===== config.mk =====
export PLATFORM = sky130hd
export DESIGN_NAME = dual_shelving_filter_8ch_top_flat
export DESIGN_NICKNAME = d
export VERILOG_FILES = /design/src/hw/rtl/dsf_pkg.sv /design/src/hw/rtl/dsf_in_if.sv /design/src/hw/rtl/dsf_out_if.sv /design/src/hw/rtl/dsf_ram.sv /design/src/hw/rtl/dsf_regs.sv /design/src/hw/rtl/dual_shelving_filter_8ch_top.sv /design/src/flat_wrapper.sv
export VERILOG_INCLUDE_DIRS = /design/src /design/src/hw/rtl
export SDC_FILE = /design/constraint.sdc
export NUM_CORES = 2
export LEC_CHECK = 0
export BUFFER_PORTS_ARGS = -buffer_cell sky130_fd_sc_hd__buf_2
export CAP_MARGIN = 20
export CORE_MARGIN = 1
export CORE_UTILIZATION = 41
export DETAILED_ROUTE_END_ITERATION = 6
export HOLD_SLACK_MARGIN = 0.1
export REMOVE_ABC_BUFFERS = 1
export SYNTH_ARGS = -nofsm -noshare
export SYNTH_HDL_FRONTEND = slang
export SYNTH_SLANG_ARGS = --single-unit

===== constraint.sdc =====
create_clock -name i_clk -period 18.34 [get_ports i_clk]
set_input_delay 3.668 -clock i_clk [delete_from_list [all_inputs] [get_ports i_clk]]
set_output_delay 3.668 -clock i_clk [all_outputs]
set_load 0.005 [all_outputs]

===== src/hw/rtl/dual_shelving_filter_8ch_top_defines.svh =====
// assertion macros for the dual shelving filter
// used by the top level only, no other dependencies
`ifndef DUAL_SHELVING_FILTER_8CH_TOP_DEFINES_SVH
`define DUAL_SHELVING_FILTER_8CH_TOP_DEFINES_SVH

// same-cycle implication, disabled during reset
`define DSF_ASSERT_IMP(name, clk, rst_n, ante, cons, msg) \
    name: assert property (@(posedge clk) disable iff (!rst_n) (ante) |-> (cons)) \
        else $error(msg);

// next-cycle implication, disabled during reset
`define DSF_ASSERT_NXT(name, clk, rst_n, ante, cons, msg) \
    name: assert property (@(posedge clk) disable iff (!rst_n) (ante) |=> (cons)) \
        else $error(msg);

`endif


===== src/hw/rtl/dsf_pkg.sv =====
// shared types and constants for the dual shelving filter
// no dependencies
`timescale 1ns / 1ps

package dsf_pkg;

    localparam int CHANNELS_DEF    = 8;
    localparam int SAMPLE_BITS_DEF = 24;

    localparam int CH_BITS    = 3;
    localparam int COEF_BITS  = 16;
    localparam int ALPHA_FRAC = 14;
    localparam int GAIN_FRAC  = 12;

    // apb register map, byte address = 4 * index
    localparam int ADDR_W   = 5;
    localparam int DATA_W   = 32;
    localparam int REG_IDX_W = ADDR_W - 2;

    localparam logic [REG_IDX_W-1:0] REG_ENABLE     = 3'd0;
    localparam logic [REG_IDX_W-1:0] REG_GAIN_LOW   = 3'd1;
    localparam logic [REG_IDX_W-1:0] REG_GAIN_HIGH  = 3'd2;
    localparam logic [REG_IDX_W-1:0] REG_ALPHA_LOW  = 3'd3;
    localparam logic [REG_IDX_W-1:0] REG_ALPHA_HIGH = 3'd4;

    localparam logic                        ENABLE_RST     = 1'b1;
    localparam logic signed [COEF_BITS-1:0] GAIN_LOW_RST   = 16'sd4096;
    localparam logic signed [COEF_BITS-1:0] GAIN_HIGH_RST  = 16'sd4096;
    localparam logic signed [COEF_BITS-1:0] ALPHA_LOW_RST  = 16'sd8192;
    localparam logic signed [COEF_BITS-1:0] ALPHA_HIGH_RST = -16'sd8192;

    // alpha limit of plus or minus one in q2.14
    localparam logic signed [COEF_BITS-1:0] ALPHA_ONE = 16'sd16384;

    typedef struct packed {
        logic                        enable;
        logic signed [COEF_BITS-1:0] gain_low;
        logic signed [COEF_BITS-1:0] gain_high;
        logic signed [COEF_BITS-1:0] alpha_low;
        logic signed [COEF_BITS-1:0] alpha_high;
    } t_cfg;

endpackage


===== src/hw/rtl/dsf_in_if.sv =====
// input sample channel: valid/ready with channel number and sample
// depends on dsf_pkg for the channel width and the default sample width
`timescale 1ns / 1ps

interface dsf_in_if #(
    parameter int SAMPLE_BITS = dsf_pkg::SAMPLE_BITS_DEF
);
    logic                          valid;
    logic                          ready;
    logic [dsf_pkg::CH_BITS-1:0]   channel;
    logic signed [SAMPLE_BITS-1:0] sample_in;

    modport source (output valid, output channel, output sample_in, input ready);
    modport sink   (input valid, input channel, input sample_in, output ready);
endinterface


===== src/hw/rtl/dsf_out_if.sv =====
// output sample channel: valid/ready with channel number and filtered sample
// depends on dsf_pkg for the channel width and the default sample width
`timescale 1ns / 1ps

interface dsf_out_if #(
    parameter int SAMPLE_BITS = dsf_pkg::SAMPLE_BITS_DEF
);
    logic                          valid;
    logic                          ready;
    logic [dsf_pkg::CH_BITS-1:0]   channel_out;
    logic signed [SAMPLE_BITS-1:0] sample_out;

    modport source (output valid, output channel_out, output sample_out, input ready);
    modport sink   (input valid, input channel_out, input sample_out, output ready);
endinterface


===== src/hw/rtl/dsf_ram.sv =====
// generic single-write, single-read ram with registered read data
// no dependencies
`timescale 1ns / 1ps

module dsf_ram #(
    parameter int WIDTH = 32,
    parameter int DEPTH = 8
) (
    input  logic                                       i_clk,
    input  logic                                       i_we,
    input  logic [((DEPTH > 1) ? $clog2(DEPTH) : 1)-1:0] i_waddr,
    input  logic [WIDTH-1:0]                           i_wdata,
    input  logic                                       i_re,
    input  logic [((DEPTH > 1) ? $clog2(DEPTH) : 1)-1:0] i_raddr,
    output logic [WIDTH-1:0]                           o_rdata
);

    logic [WIDTH-1:0] r_mem [DEPTH];
    logic [WIDTH-1:0] r_rdata;

    always_ff @(posedge i_clk) begin
        if (i_we) begin
            r_mem[i_waddr] <= i_wdata;
        end
        if (i_re) begin
            r_rdata <= r_mem[i_raddr];
        end
    end

    assign o_rdata = r_rdata;

endmodule


===== src/hw/rtl/dsf_regs.sv =====
// apb configuration registers of the dual shelving filter
// depends on dsf_pkg for the register map and reset values
`timescale 1ns / 1ps

module dsf_regs (
    input  logic                         i_clk,
    input  logic                         i_rst_n,
    input  logic                         psel,
    input  logic                         penable,
    input  logic                         pwrite,
    input  logic [dsf_pkg::ADDR_W-1:0]   paddr,
    input  logic [dsf_pkg::DATA_W-1:0]   pwdata,
    output logic [dsf_pkg::DATA_W-1:0]   prdata,
    output logic                         pready,
    output dsf_pkg::t_cfg                o_cfg
);
    import dsf_pkg::*;

    logic                        r_enable;
    logic signed [COEF_BITS-1:0] r_gain_low;
    logic signed [COEF_BITS-1:0] r_gain_high;
    logic signed [COEF_BITS-1:0] r_alpha_low;
    logic signed [COEF_BITS-1:0] r_alpha_high;

    logic                 wr_en;
    logic [REG_IDX_W-1:0] reg_idx;

    assign pready  = 1'b1;
    assign wr_en   = psel && penable && pwrite;
    assign reg_idx = paddr[ADDR_W-1:2];

    always_ff @(posedge i_clk) begin
        if (!i_rst_n) begin
            r_enable     <= ENABLE_RST;
            r_gain_low   <= GAIN_LOW_RST;
            r_gain_high  <= GAIN_HIGH_RST;
            r_alpha_low  <= ALPHA_LOW_RST;
            r_alpha_high <= ALPHA_HIGH_RST;
        end else if (wr_en) begin
            case (reg_idx)
                REG_ENABLE:     r_enable     <= pwdata[0];
                REG_GAIN_LOW:   r_gain_low   <= pwdata[COEF_BITS-1:0];
                REG_GAIN_HIGH:  r_gain_high  <= pwdata[COEF_BITS-1:0];
                REG_ALPHA_LOW:  r_alpha_low  <= pwdata[COEF_BITS-1:0];
                REG_ALPHA_HIGH: r_alpha_high <= pwdata[COEF_BITS-1:0];
                default: begin
                end
            endcase
        end
    end

    always_comb begin
        case (reg_idx)
            REG_ENABLE:     prdata = DATA_W'(r_enable);
            REG_GAIN_LOW:   prdata = DATA_W'(r_gain_low);
            REG_GAIN_HIGH:  prdata = DATA_W'(r_gain_high);
            REG_ALPHA_LOW:  prdata = DATA_W'(r_alpha_low);
            REG_ALPHA_HIGH: prdata = DATA_W'(r_alpha_high);
            default:        prdata = '0;
        endcase
    end

    assign o_cfg.enable     = r_enable;
    assign o_cfg.gain_low   = r_gain_low;
    assign o_cfg.gain_high  = r_gain_high;
    assign o_cfg.alpha_low  = r_alpha_low;
    assign o_cfg.alpha_high = r_alpha_high;

endmodule


===== src/hw/rtl/dual_shelving_filter_8ch_top.sv =====
// Dual first-order allpass shelving filter for up to CHANNELS interleaved channels.
// Each request runs a high-shelving stage and then a low-shelving stage; the per-channel
// history (previous input and allpass output of both stages) lives in one ram entry that is
// read when the request is taken and written back when its result is handed over, and a
// flop per channel marks entries not yet written since reset, which are read as zero. One
// request is worked on at a time, passing through S_RD and then S_AP, S_APF, S_ACC and S_Y
// once per stage before S_WB loads the output register when it is free; the single shared
// 16 x (SAMPLE_BITS+3) multiplier is used twice per stage. With enable off, or a channel not
// below CHANNELS, the sample goes straight to S_WB and passes unchanged into the output
// register, and the history is left alone. The output register lets a new request in
// while a result still waits to be taken.
// Depends on dsf_pkg, dsf_in_if, dsf_out_if, dsf_regs, dsf_ram and the defines header.
`timescale 1ns / 1ps
`include "dual_shelving_filter_8ch_top_defines.svh"

module dual_shelving_filter_8ch_top #(
    parameter int CHANNELS    = dsf_pkg::CHANNELS_DEF,
    parameter int SAMPLE_BITS = dsf_pkg::SAMPLE_BITS_DEF
) (
    input  logic                        i_clk,
    input  logic                        i_rst_n,
    dsf_in_if.sink                      i_in,
    dsf_out_if.source                   o_out,
    input  logic                        psel,
    input  logic                        penable,
    input  logic                        pwrite,
    input  logic [dsf_pkg::ADDR_W-1:0]  paddr,
    input  logic [dsf_pkg::DATA_W-1:0]  pwdata,
    output logic [dsf_pkg::DATA_W-1:0]  prdata,
    output logic                        pready
);
    import dsf_pkg::*;

    localparam int SB   = SAMPLE_BITS;
    localparam int AW   = (CHANNELS > 1) ? $clog2(CHANNELS) : 1;
    localparam int AP_W = SB + 2;
    localparam int S_W  = SB + 3;
    localparam int P_W  = S_W + COEF_BITS;
    localparam int A_W  = P_W + 1;
    localparam int T_W  = SB + 6;
    localparam int Q_W  = SB + 7;
    localparam int R_W  = P_W - ALPHA_FRAC;
    localparam int MEM_W = 2 * SB + 2 * AP_W;

    // field offsets in a history word
    localparam int HP_XP_LO = 0;
    localparam int HP_AP_LO = SB;
    localparam int LP_XP_LO = SB + AP_W;
    localparam int LP_AP_LO = 2 * SB + AP_W;

    localparam logic [4:0] CH_LIM = 5'(CHANNELS);

    localparam logic signed [P_W-1:0] RND_AP = P_W'(1 << (ALPHA_FRAC - 1));
    localparam logic signed [A_W-1:0] RND_Y  = A_W'(1 << GAIN_FRAC);

    localparam logic signed [T_W-1:0]  AP_MAX = {5'b0, {(SB + 1){1'b1}}};
    localparam logic signed [T_W-1:0]  AP_MIN = {{5{1'b1}}, {(SB + 1){1'b0}}};
    localparam logic signed [Q_W-1:0]  Y_MAX  = {8'b0, {(SB - 1){1'b1}}};
    localparam logic signed [Q_W-1:0]  Y_MIN  = {{8{1'b1}}, {(SB - 1){1'b0}}};

    typedef enum logic [2:0] {
        S_IDLE,
        S_RD,
        S_AP,
        S_APF,
        S_ACC,
        S_Y,
        S_WB
    } t_state;

    t_cfg cfg;

    t_state                    r_state;
    logic                      r_stg;
    logic                      r_upd;
    logic [CH_BITS-1:0]        r_ch;
    logic [AW-1:0]             r_addr;
    logic signed [SB-1:0]      r_x;
    logic signed [SB-1:0]      r_hp_xp;
    logic signed [AP_W-1:0]    r_hp_ap;
    logic signed [SB-1:0]      r_lp_xp;
    logic signed [AP_W-1:0]    r_lp_ap;
    logic signed [P_W-1:0]     r_prod;
    logic signed [A_W-1:0]     r_base;
    logic signed [AP_W-1:0]    r_ap;
    logic [CHANNELS-1:0]       r_valid;
    logic                      r_out_valid;
    logic [CH_BITS-1:0]        r_out_ch;
    logic signed [SB-1:0]      r_out_sample;

    logic                      in_acc;
    logic                      bypass;
    logic [AW+CH_BITS-1:0]     ch_ext;
    logic [AW-1:0]             in_addr;
    logic                      out_free;
    logic                      out_load;
    logic                      ram_we;
    logic [MEM_W-1:0]          ram_wdata;
    logic [MEM_W-1:0]          ram_rdata;

    logic signed [COEF_BITS-1:0] alpha_raw;
    logic signed [COEF_BITS-1:0] alpha_clip;
    logic signed [COEF_BITS-1:0] gain_sel;
    logic signed [SB-1:0]        xp_sel;
    logic signed [AP_W-1:0]      app_sel;
    logic signed [S_W-1:0]       ap_in_sum;
    logic signed [S_W-1:0]       st_sum;
    logic signed [S_W-1:0]       st_diff;
    logic signed [COEF_BITS-1:0] mul_a;
    logic signed [S_W-1:0]       mul_b;
    logic signed [S_W-1:0]       base_sel;
    logic signed [P_W-1:0]       ap_rnd;
    logic signed [R_W-1:0]       ap_q;
    logic signed [T_W-1:0]       ap_t;
    logic signed [A_W-1:0]       y_acc;
    logic signed [A_W-1:0]       y_sh;
    logic signed [Q_W-1:0]       y_q;

    logic signed [P_W-1:0]       n_prod;
    logic signed [A_W-1:0]       n_base;
    logic signed [AP_W-1:0]      n_ap;
    logic signed [SB-1:0]        n_y;

    dsf_regs u_regs (
        .i_clk   (i_clk),
        .i_rst_n (i_rst_n),
        .psel    (psel),
        .penable (penable),
        .pwrite  (pwrite),
        .paddr   (paddr),
        .pwdata  (pwdata),
        .prdata  (prdata),
        .pready  (pready),
        .o_cfg   (cfg)
    );

    dsf_ram #(
        .WIDTH (MEM_W),
        .DEPTH (CHANNELS)
    ) u_hist_ram (
        .i_clk   (i_clk),
        .i_we    (ram_we),
        .i_waddr (r_addr),
        .i_wdata (ram_wdata),
        .i_re    (in_acc),
        .i_raddr (in_addr),
        .o_rdata (ram_rdata)
    );

    // handshake and addressing
    assign i_in.ready = (r_state == S_IDLE);
    assign in_acc     = i_in.valid && i_in.ready;
    assign ch_ext     = (AW + CH_BITS)'(i_in.channel);
    assign in_addr    = ch_ext[AW-1:0];
    assign bypass     = !cfg.enable || !({2'b0, i_in.channel} < CH_LIM);

    assign out_free  = !r_out_valid || o_out.ready;
    assign out_load  = (r_state == S_WB) && out_free;
    assign ram_we    = out_load && r_upd;
    assign ram_wdata = {r_lp_ap, r_lp_xp, r_hp_ap, r_hp_xp};

    assign o_out.valid       = r_out_valid;
    assign o_out.channel_out = r_out_ch;
    assign o_out.sample_out  = r_out_sample;

    // stage operand selection, stage 0 is the high shelf
    always_comb begin
        alpha_raw = r_stg ? cfg.alpha_low : cfg.alpha_high;
        gain_sel  = r_stg ? cfg.gain_low : cfg.gain_high;
        xp_sel    = r_stg ? r_lp_xp : r_hp_xp;
        app_sel   = r_stg ? r_lp_ap : r_hp_ap;

        if (alpha_raw > ALPHA_ONE) begin
            alpha_clip = ALPHA_ONE;
        end else if (alpha_raw < -ALPHA_ONE) begin
            alpha_clip = -ALPHA_ONE;
        end else begin
            alpha_clip = alpha_raw;
        end

        ap_in_sum = S_W'(r_x) + S_W'(app_sel);
        st_sum    = S_W'(r_x) + S_W'(r_ap);
        st_diff   = S_W'(r_x) - S_W'(r_ap);
        // high shelf scales the sum by the gain, low shelf the difference
        base_sel  = r_stg ? st_sum : st_diff;
    end

    // shared multiplier
    always_comb begin
        if (r_state == S_ACC) begin
            mul_a = gain_sel;
            mul_b = r_stg ? st_diff : st_sum;
        end else begin
            mul_a = alpha_clip;
            mul_b = ap_in_sum;
        end
        n_prod = P_W'(mul_a) * P_W'(mul_b);
        n_base = A_W'(base_sel) <<< GAIN_FRAC;
    end

    // allpass output: round to sample scale, subtract previous input, saturate
    always_comb begin
        ap_rnd = (r_prod + RND_AP) >>> ALPHA_FRAC;
        ap_q   = ap_rnd[R_W-1:0];
        ap_t   = T_W'(ap_q) - T_W'(xp_sel);
        if (ap_t > AP_MAX) begin
            n_ap = {1'b0, {(AP_W - 1){1'b1}}};
        end else if (ap_t < AP_MIN) begin
            n_ap = {1'b1, {(AP_W - 1){1'b0}}};
        end else begin
            n_ap = ap_t[AP_W-1:0];
        end
    end

    // stage output: halve with rounding, saturate to full scale
    always_comb begin
        y_acc = A_W'(r_prod) + r_base;
        y_sh  = (y_acc + RND_Y) >>> (GAIN_FRAC + 1);
        y_q   = y_sh[Q_W-1:0];
        if (y_q > Y_MAX) begin
            n_y = {1'b0, {(SB - 1){1'b1}}};
        end else if (y_q < Y_MIN) begin
            n_y = {1'b1, {(SB - 1){1'b0}}};
        end else begin
            n_y = y_q[SB-1:0];
        end
    end

    always_ff @(posedge i_clk) begin
        if (!i_rst_n) begin
            r_state     <= S_IDLE;
            r_out_valid <= 1'b0;
            r_valid     <= '0;
        end else begin
            if (out_load) begin
                r_out_valid <= 1'b1;
            end else if (o_out.ready) begin
                r_out_valid <= 1'b0;
            end
            if (ram_we) begin
                r_valid[r_addr] <= 1'b1;
            end

            case (r_state)
                S_IDLE: begin
                    if (in_acc) begin
                        r_ch    <= i_in.channel;
                        r_x     <= i_in.sample_in;
                        r_addr  <= in_addr;
                        r_stg   <= 1'b0;
                        r_upd   <= !bypass;
                        r_state <= bypass ? S_WB : S_RD;
                    end
                end
                S_RD: begin
                    // entries never written read as zero
                    if (r_valid[r_addr]) begin
                        r_hp_xp <= ram_rdata[HP_XP_LO +: SB];
                        r_hp_ap <= ram_rdata[HP_AP_LO +: AP_W];
                        r_lp_xp <= ram_rdata[LP_XP_LO +: SB];
                        r_lp_ap <= ram_rdata[LP_AP_LO +: AP_W];
                    end else begin
                        r_hp_xp <= '0;
                        r_hp_ap <= '0;
                        r_lp_xp <= '0;
                        r_lp_ap <= '0;
                    end
                    r_state <= S_AP;
                end
                S_AP: begin
                    r_prod  <= n_prod;
                    r_state <= S_APF;
                end
                S_APF: begin
                    r_ap    <= n_ap;
                    r_state <= S_ACC;
                end
                S_ACC: begin
                    r_prod  <= n_prod;
                    r_base  <= n_base;
                    r_state <= S_Y;
                end
                S_Y: begin
                    r_x <= n_y;
                    if (!r_stg) begin
                        r_hp_xp <= r_x;
                        r_hp_ap <= r_ap;
                        r_stg   <= 1'b1;
                        r_state <= S_AP;
                    end else begin
                        r_lp_xp <= r_x;
                        r_lp_ap <= r_ap;
                        r_state <= S_WB;
                    end
                end
                S_WB: begin
                    if (out_free) begin
                        r_out_ch     <= r_ch;
                        r_out_sample <= r_x;
                        r_state      <= S_IDLE;
                    end
                end
                default: begin
                    r_state <= S_IDLE;
                end
            endcase
        end
    end

    `DSF_ASSERT_NXT(a_acc_next, i_clk, i_rst_n, in_acc, (r_state == S_RD) || (r_state == S_WB), "request did not start")
    `DSF_ASSERT_IMP(a_wb_with_out, i_clk, i_rst_n, ram_we, out_load, "history written without result")
    `DSF_ASSERT_NXT(a_load_done, i_clk, i_rst_n, out_load, (r_state == S_IDLE) && o_out.valid, "result not presented")

endmodule

===== src/flat_wrapper.sv =====
// flat-port wrapper written by rule: the top's interface ports become plain ports
module dual_shelving_filter_8ch_top_flat import dsf_pkg::*;
#(
    parameter int CHANNELS    = dsf_pkg::CHANNELS_DEF,
    parameter int SAMPLE_BITS = dsf_pkg::SAMPLE_BITS_DEF
)
  (i_clk, i_rst_n, psel, penable, pwrite, paddr, pwdata, prdata, pready, i_in_valid, i_in_channel, i_in_sample_in, i_in_ready, o_out_valid, o_out_channel_out, o_out_sample_out, o_out_ready);
  dsf_in_if #(.SAMPLE_BITS(SAMPLE_BITS)) i_in_i ();
  dsf_out_if #(.SAMPLE_BITS(SAMPLE_BITS)) o_out_i ();
  input  logic i_clk;
  input  logic i_rst_n;
  input  logic psel;
  input  logic penable;
  input  logic pwrite;
  input  logic [dsf_pkg::ADDR_W-1:0] paddr;
  input  logic [dsf_pkg::DATA_W-1:0] pwdata;
  output logic [dsf_pkg::DATA_W-1:0] prdata;
  output logic pready;
  input wire logic [$bits(i_in_i.valid)-1:0] i_in_valid;
  input wire logic [$bits(i_in_i.channel)-1:0] i_in_channel;
  input wire logic [$bits(i_in_i.sample_in)-1:0] i_in_sample_in;
  output wire logic [$bits(i_in_i.ready)-1:0] i_in_ready;
  output wire logic [$bits(o_out_i.valid)-1:0] o_out_valid;
  output wire logic [$bits(o_out_i.channel_out)-1:0] o_out_channel_out;
  output wire logic [$bits(o_out_i.sample_out)-1:0] o_out_sample_out;
  input wire logic [$bits(o_out_i.ready)-1:0] o_out_ready;
  assign i_in_i.valid = i_in_valid;
  assign i_in_i.channel = i_in_channel;
  assign i_in_i.sample_in = i_in_sample_in;
  assign i_in_ready = i_in_i.ready;
  assign o_out_valid = o_out_i.valid;
  assign o_out_channel_out = o_out_i.channel_out;
  assign o_out_sample_out = o_out_i.sample_out;
  assign o_out_i.ready = o_out_ready;
  dual_shelving_filter_8ch_top #(.CHANNELS(CHANNELS), .SAMPLE_BITS(SAMPLE_BITS)) u_core (.i_clk(i_clk), .i_rst_n(i_rst_n), .i_in(i_in_i), .o_out(o_out_i), .psel(psel), .penable(penable), .pwrite(pwrite), .paddr(paddr), .pwdata(pwdata), .prdata(prdata), .pready(pready));
endmodule

==> flow_metrics.env <==
export IMPL_track_usage=0.215
export IMPL_startpoint="u_core.r_stg$_DFFE_PP_"
export IMPL_clkTransAtPathRegs_ps=60
export IMPL_yosys_most_used_dff="edfxtp_1"
export IMPL_fmax_mhz=87.3
export IMPL_dp_hpwl_mm=123
export IMPL_drc=0
export IMPL_synth_edff_count=1140
export IMPL_grt_pass1_wl_mm=281
export IMPL_finalCriticalPeriod_ps=11450
export IMPL_path_max_fanout=37
export IMPL_min_path_type="flip-flop to flip-flop"
export IMPL_postRouteAntennaNets=0
export IMPL_ctsResizeCount=0
export IMPL_crit_type="flip-flop to flip-flop"
export IMPL_io_pins=133
export IMPL_seq_area_sq_mm=0.0358
export IMPL_initial_core_util=0.414
export IMPL_drtIter0Drc=3658
export IMPL_cts_setup_buffers=0
export IMPL_grt_max_degree=125
export IMPL_cts_inserted_buffers=135
export IMPL_report_power_total_mw=7.93
export IMPL_gp_congestion=0.910
export IMPL_die_width_um=416
export IMPL_crit_end="u_core.r_prod[42]$_DFFE_PP_"
export IMPL_cts_tree="yes"
export IMPL_row_count=151
export IMPL_async_flop_share=0
export IMPL_drive_gt1_frac=0.149
export IMPL_cts_max_path_buffers=3
export IMPL_holdBufCountCts=0
export IMPL_start_kind="flip-flop"
export IMPL_ys_seq_area_frac=0.508
export IMPL_rrSetupSlack_ps=6890
export IMPL_hold_viol=0
export IMPL_maxSlewViolCount=0
export IMPL_setup_violations=0
export IMPL_hold_depth=1
export IMPL_core_area_sq_mm=0.170
export IMPL_cp_data_required_time_ps=18860
export IMPL_syn_area_sq_mm=0.0704
export IMPL_num_fill_cells=15035
export IMPL_run_status="finished, final reports clean"
export IMPL_syn_avg_cell_area_sq_um=13.2
export IMPL_p_leak_nw=29.2
export IMPL_crit_slowest_cell="edfxtp_1"
export IMPL_ir_drop_mv=0.101
export IMPL_wl_per_cell_um=23.9
export IMPL_ys_types=92
export IMPL_firstDrtPassIters=6
export IMPL_r2r_start="u_core.r_stg$_DFFE_PP_"
export IMPL_postLayoutCoreUtil=0.459
export IMPL_htree_num_levels=4
export IMPL_clkSinkCount=1217
export IMPL_tightest_slew_ps=1090
export IMPL_critical_path_max_stage_delay_ps=880
export IMPL_numPortBuffers=113
export IMPL_slew_limit_headroom=0.273
export IMPL_fin_skew_ps=29.3
export IMPL_r2r_end="u_core.r_prod[42]$_DFFE_PP_"
export IMPL_root_buffer="clkbuf_16"
export IMPL_rsz0062_at_grt="false"
export IMPL_cpMostUsedCell="fa_1"
export IMPL_endpoint_kind="flip-flop"
export IMPL_clkLatencyLatePin_ps=800
export IMPL_timing_final_crit_share=0.625
export IMPL_die_y_um=416
export IMPL_wirelength_mm=186
export IMPL_synthCells=5332
export IMPL_via_count=43656
export IMPL_via_per_inst=5.63
export IMPL_antenna_found_initial=5
export IMPL_overflow=0
export IMPL_grt_pass1_vias=44295
export IMPL_die_area_sq_mm=0.173
export IMPL_reg2reg_depth=32
export IMPL_ys_warn_count=0
export IMPL_hold_slack_ps=466
export IMPL_ys_seq_elements=1217
export IMPL_tns_ps=0
export IMPL_p_per_area_mw_per_mm2=102
export IMPL_multi_input_area_sq_mm=0.0315
export IMPL_critical_path_arrival_ps=11980
export IMPL_nets=6177
export IMPL_area_growth_pct=10.6
export IMPL_drv_cap=0
cell usage in the layout (no fill, tap or decap), types with 122 or more instances in the layout:
cell type  instances
mux4_2           201
nor2_1           249
mux2_2           151
inv_1            578
nand2_1          426
a21oi_1          171
fa_1             421
edfxtp_1        1140
o21ai_0          184
clkbuf_16        136
xnor2_1          122
ha_1             268
area by class of cell:
cell class,count,area share
clock buffers,168,0.0455
multi-input cells,3275,0.405
repair buffers,209,0.0179
flip-flops and latches,1217,0.459
inverters,579,0.0279
clock inverters,79,0.00877
diodes,3,0.0000964
well taps,2218,0.0356
worst min-delay path by stage:
stage                                   start                              to  slack, ps
2_1_floorplan  u_core.r_valid[1]$_SDFFE_PN0P_  u_core.r_valid[1]$_SDFFE_PN0P_        440
3_3_place_gp   u_core.r_valid[0]$_SDFFE_PN0P_  u_core.r_valid[0]$_SDFFE_PN0P_        450
3_5_place_dp   u_core.r_valid[1]$_SDFFE_PN0P_  u_core.r_valid[1]$_SDFFE_PN0P_        450
4_1_cts        u_core.r_valid[1]$_SDFFE_PN0P_  u_core.r_valid[1]$_SDFFE_PN0P_        470
5_1_grt        u_core.r_valid[6]$_SDFFE_PN0P_  u_core.r_valid[6]$_SDFFE_PN0P_        490
6_report       u_core.r_valid[1]$_SDFFE_PN0P_  u_core.r_valid[1]$_SDFFE_PN0P_        470
synth_stat cells (all sizes together) (89+ instances only):
cell / n / share of area
mux4: 201 / 0.064
nor2: 256 / 0.014
mux2: 151 / 0.024
inv: 578 / 0.031
ha: 268 / 0.048
edfxtp: 1140 / 0.49
fa: 421 / 0.12
a22o: 102 / 0.013
a21oi: 176 / 0.013
o21ai: 206 / 0.015
xnor2: 122 / 0.015
clkbuf: 181 / 0.0097
nand2: 426 / 0.023
nor3: 89 / 0.0064
critical path: cells and delay by family (launching register included):
family,cells,cell delay [ps]
adder cells (fa/ha/maj),8,3790
AO/OA/AOI/OAI,9,2940
flip-flops,1,880
XOR/XNOR,1,180
multiplexers,2,660
AND/OR/NAND/NOR,6,1410
buffers and inverters,6,1250
stage by stage:
step	cell area, sq um	worst slack (ps)	instances
after floorplan	69300	5280	5071
after global placement	73600	6860	7494
after detailed placement	73600	6820	7494
after CTS	77800	6790	7741
after global routing	77900	6410	7747
final	77900	6890	7748
routing by layer:
metal,vias up,wire length [um],global-route usage
met1,22576,80800,0.296
met4,2,5400,0.0711
li1,19435,-,-
met2,1376,88400,0.347
met5,-,7,0
met3,267,10900,0.0354
power breakdown:
group / internal, mW / leakage [nW] / switching (mW)
registers: 3.14 / 11.1 / 0.0670
logic: 0.835 / 16.1 / 1.28
clock network: 1.47 / 2.07 / 1.14
sequential cells by signal, indices dropped and copies added (netlist names):
| name | count |
|---|---|
| u_core.u_hist_ram.r_mem | 800 |
| u_core.u_hist_ram.o_rdata | 100 |
| u_core.r_prod | 31 |
| u_core.r_base | 27 |
| u_core.r_ap | 26 |
| u_core.r_hp_ap | 26 |
| u_core.r_lp_ap | 26 |
| u_core.o_out.sample_out | 24 |
| u_core.r_hp_xp | 24 |
| u_core.r_lp_xp | 24 |
| u_core.r_x | 24 |
| u_core.u_regs.r_alpha_high | 16 |
| u_core.u_regs.r_alpha_low | 16 |
| u_core.u_regs.r_gain_high | 16 |
| u_core.u_regs.r_gain_low | 16 |
| u_core.r_valid | 8 |
| u_core.o_out.channel_out | 3 |
| u_core.r_addr | 3 |
| u_core.r_state | 3 |
| u_core.o_out.valid | 1 |
| u_core.r_stg | 1 |
| u_core.r_upd | 1 |
| u_core.u_regs.r_enable | 1 |
kinds of logic after synthesis:
| kind of cell | Yosys count | synth area share |
|---|---|---|
| multiplexers | 424 | 0.0987 |
| other | 1 | 0.0000533 |
| AO/OA/AOI/OAI | 911 | 0.0875 |
| AND/OR/NAND/NOR | 1077 | 0.0701 |
| buffers and inverters | 840 | 0.0464 |
| adder cells (fa/ha/maj) | 689 | 0.167 |
| XOR/XNOR | 173 | 0.0215 |
| flip-flops | 1217 | 0.508 |
Power figures use the tool's default switching activity.
